### src/rtl/assert_macros.svh
// ----------------------------------------------------------------------------
// assert_macros: concurrent assertion helpers
// implication checks, compiled out for synthesis
// ----------------------------------------------------------------------------
`ifndef ASSERT_MACROS_SVH
`define ASSERT_MACROS_SVH

`ifndef SYNTHESIS
// same-cycle implication
`define ASSERT_IMPL(lbl, ck, rn, ante, cons) \
    lbl: assert property (@(posedge ck) disable iff (!rn) (ante) |-> (cons)) \
        else $error("assertion failed");
// next-cycle implication
`define ASSERT_NEXT(lbl, ck, rn, ante, cons) \
    lbl: assert property (@(posedge ck) disable iff (!rn) (ante) |=> (cons)) \
        else $error("assertion failed");
`else
`define ASSERT_IMPL(lbl, ck, rn, ante, cons)
`define ASSERT_NEXT(lbl, ck, rn, ante, cons)
`endif

`endif

### src/rtl/fcc_ram.sv
// ----------------------------------------------------------------------------
// fcc_ram: simple dual-port synchronous ram
// one write port, one read port with registered read data
// ----------------------------------------------------------------------------
module fcc_ram #(
    parameter int WIDTH = 8,
    parameter int DEPTH = 16,
    localparam int AW   = $clog2(DEPTH)
) (
    input  logic             clk,
    input  logic             we,
    input  logic [AW-1:0]    waddr,
    input  logic [WIDTH-1:0] wdata,
    input  logic [AW-1:0]    raddr,
    output logic [WIDTH-1:0] rdata
);

    logic [WIDTH-1:0] mem [DEPTH];

    always_ff @(posedge clk)
    begin
        if (we)
        begin
            mem[waddr] <= wdata;
        end
        rdata <= mem[raddr];
    end

endmodule

### config.mk
export PLATFORM = sky130hd
export DESIGN_NAME = fcc_ram
export DESIGN_NICKNAME = d
export VERILOG_FILES = /design/src/rtl/assert_macros.svh /design/src/rtl/fcc_ram.sv
export SDC_FILE = /design/constraint.sdc
export NUM_CORES = 1
export LEC_CHECK = 0
export BUFFER_PORTS_ARGS = -buffer_cell sky130_fd_sc_hd__buf_2
export CAP_MARGIN = 10
export CELL_PAD_IN_SITES_DETAIL_PLACEMENT = 1
export CELL_PAD_IN_SITES_GLOBAL_PLACEMENT = 1
export CORE_MARGIN = 1.5
export CORE_UTILIZATION = 57
export CTS_BUF_LIST = sky130_fd_sc_hd__clkbuf_16
export DETAILED_ROUTE_END_ITERATION = 10
export PLACE_DENSITY_LB_ADDON = 0.1
export SYNTH_ARGS = -nofsm -noshare
export SYNTH_HDL_FRONTEND = slang
export SYNTH_SLANG_ARGS = --single-unit
### constraint.sdc
create_clock -name clk -period 2.8 [get_ports clk]
set_input_delay 0.56 -clock clk [delete_from_list [all_inputs] [get_ports clk]]
set_output_delay 0.56 -clock clk [all_outputs]
set_load 0.01 [all_outputs]
==> run_results.csv <==
group,metric,value,unit
routing,drt_pass1_iterations,4,
sta,skew,8.83,ps
critical_path,reg2reg_slack,1340,ps
cells_and_area,areaGrowthSynthToFinish,17.9,%
placed_design,preCtsSetupSlack,541,ps
power_and_ir_drop,clkPwrFrac,47.4,%
power_and_ir_drop,internal_power,3.77,mW
global_routing,antenna_found_initial,0,
placed_design,gp_congestion,0.745,
power_and_ir_drop,p_leak,2.09,nW
synthesis,synth_edf_count,128,
sta,setup_violations,0,
critical_path,critPathKind,"in2reg",
cells_and_area,fin_util,69.6,%
floorplan,die_h,98.0,um
placed_design,hpwl,6840,um
critical_path,critPathCaptureType,"register",
cells_and_area,multiInputGateArea,1060,um2
synthesis,syn-num-nets,247,
sta,whs,542,ps
job,cap_viol_max_count,0,
synthesis,synth_top_area_share,74.7,%
sta,fin_crit,1830,ps
floorplan,core.rowCount,34,
power_and_ir_drop,p_comb_share,4.6,%
routing,wl_per_cell,28.4,um
clock_tree,root_buffer,"clkbuf_16",
clock_tree,ctsHoldBuffers,0,
clock_tree,cts_tree,"yes",
power_and_ir_drop,p_sw_share,21.0,%
routing,wl_met2,5760,um
global_routing,overflow,0,
sta,fin_crit_sh,65.4,%
clock_tree,cts_resized,0,
hold_path,hold_path_class,"in2reg",
synthesis,syn_area,5150,um2
floorplan,boundaryPins,26,
synthesis,ys_types,19,
synthesis,synth_common_cells,"edfxtp_1, mux4_2, a22oi_1",
critical_path,cp.required,3090,ps
routing,drt_wl_total,11400,um
synthesis,synth.most_common_cell,"edfxtp_1",
power_and_ir_drop,power_switching,0.999,mW
routing,viasPerCell,6.21,
floorplan,core,8720,um2
cells_and_area,ff_latch_area,4000,um2
synthesis,ys_seq_elements,136,
global_routing,grt_pass1_vias,2750,
power_and_ir_drop,p_per_area,785,nW/um2
synthesis,syn_inst,229,
global_routing,grt_pass1_wl,17200,um
clock_tree,insertion_delay,410,ps
global_routing,grt_max_degree,20,
global_routing,grt_use_total,26.2,%
synthesis,avgSynthCellArea,22.5,um2
cells_and_area,fin_nets,301,
sta,slew_headroom,45.0,%
clock_tree,postCtsSetupBuffers,0,
clock_tree,clock_path_buffers,2,
synthesis,yosysWarnings,0,
synthesis,synthTopCellsByArea,"edfxtp_1, mux4_2, mux4_1",
clock_tree,htree_levels,4,
cells_and_area,fill_cells,680,
sta,worst_slew_pin_slew,822,ps
critical_path,worstPathArrival,2120,ps
clock_tree,cts_buffers,17,
synthesis,yosysTopAreaCell,"edfxtp_1",
clock_tree,path_clk_slew,60,ps
routing,ant_nets,0,
placed_design,port_buffers,25,
synthesis,synth_flop_cell,"edfxtp_1",
routing,vias,2503,
routing,met1_length,4770,um
cells_and_area,num_antenna_cells,0,
clock_tree,cts.sinks,136,
cells_and_area,drive_gt1_share,32.2,%
sta,rsz0062_at_grt,"false",
routing,topRoutingLayerUsed,"met4",
floorplan,die_w,98.0,um
sta,fmax,0.546,GHz
sta,final.setup.tns,0,ps
routing,route.met3.wl,748,um
power_and_ir_drop,ir_drop,0.563,mV
sta,hold_violations,0,
power_and_ir_drop,seqPwrFrac,48.1,%
floorplan,dieArea,9610,um2
routing,drt_iter0_drc,178,
synthesis,ys_seq_area_share,77.8,%
synthesis,async_reset_ff_share,0,%
sta,layout_setup_ws,970,ps
floorplan,start_util,59.0,%
sta,report.final.slew_viol_count,0,
run_status,status,"finished clean",
routing,route.detailed.drc,0,
critical_path,path_max_fanout,16,
critical_path,crit_path_start_kind,"primary input",
==> cell usage in the layout (no fill, tap or decap) <==
cell type,count
edfxtp_1,128
buf_2,25
buf_4,20
mux4_2,18
clkbuf_16,17
a22oi_1,16
mux4_1,14
nor2_1,13
nand2_1,9
dfxtp_1,8
nor3_1,4
clkinv_2,3
bufinv_16,3
clkinv_4,3
inv_6,3
nand3b_1,2
nand2b_1,2
clkinvlp_4,2
nor2b_1,1
and2_1,1
and2b_1,1
nand3_1,1
or3b_2,1
==> final timing paths <==
| kind | from | end | depth (start not counted) |
|---|---|---|---|
| min reg2reg | mem[14][4]$_DFFE_PP_ | rdata[4]$_DFF_P_ | 3 |
| max reg2reg | mem[1][3]$_DFFE_PP_ | rdata[3]$_DFF_P_ | 3 |
| min | wdata[2] | mem[4][2]$_DFFE_PP_ | 1 |
| max | raddr[0] | rdata[2]$_DFF_P_ | 5 |
==> kinds of logic (layout without fill, tap and decap cells) <==
kind of cell,after synthesis,count (layout),synth area share [%]
DFF,136,136,77.8
and+or+nand+nor,35,35,3.18
muxes,32,32,15.0
AOI/OAI and AO/OA,16,16,2.33
buffers and inverters,10,76,1.68
==> sequential cells by signal (all words and copies together), names as in the netlist <==
register	cells
rdata	8
mem	128
==> cell type report <==
cell class,count,area share (%)
sequential,136,66.0
multi-input combinational,83,17.4
clock buffer,17,7.01
timing repair buffer,45,4.54
clock inverter,14,2.84
tap,108,2.23
==> power groups by stage <==
stage / Sequential, mW / Combinational (mW) / Clock, mW
3_3_place_gp: 2.33 / 0.207 / 0
3_5_place_dp: 2.33 / 0.216 / 0
5_1_grt: 2.29 / 0.233 / 2.35
4_1_cts: 2.29 / 0.220 / 2.28
6_report: 2.29 / 0.218 / 2.26
2_1_floorplan: 2.33 / 0.116 / 0
==> per-stage QoR <==
stage | power [mW] | instance area [um2] | cells
after floorplan | 2.45 | 5150 | 229
after global placement | 2.53 | 5470 | 372
after detailed placement | 2.55 | 5470 | 372
after CTS | 4.80 | 6070 | 403
after global routing | 4.88 | 6070 | 403
final | 4.77 | 6070 | 403
==> critical path, cell delays in order <==
cell	delay, ps
buf_2	260
buf_4	360
mux4_1	610
a22oi_1	230
nand2_1	90
==> per-layer routing <==
layer | vias up | global-route usage (%)
li1 | 1080 | -
met2 | 100 | 41.6
met4 | 0 | 8.90
met5 | - | 0
met3 | 12 | 8.02
met1 | 1311 | 35.2
Power figures use the tool's default switching activity.
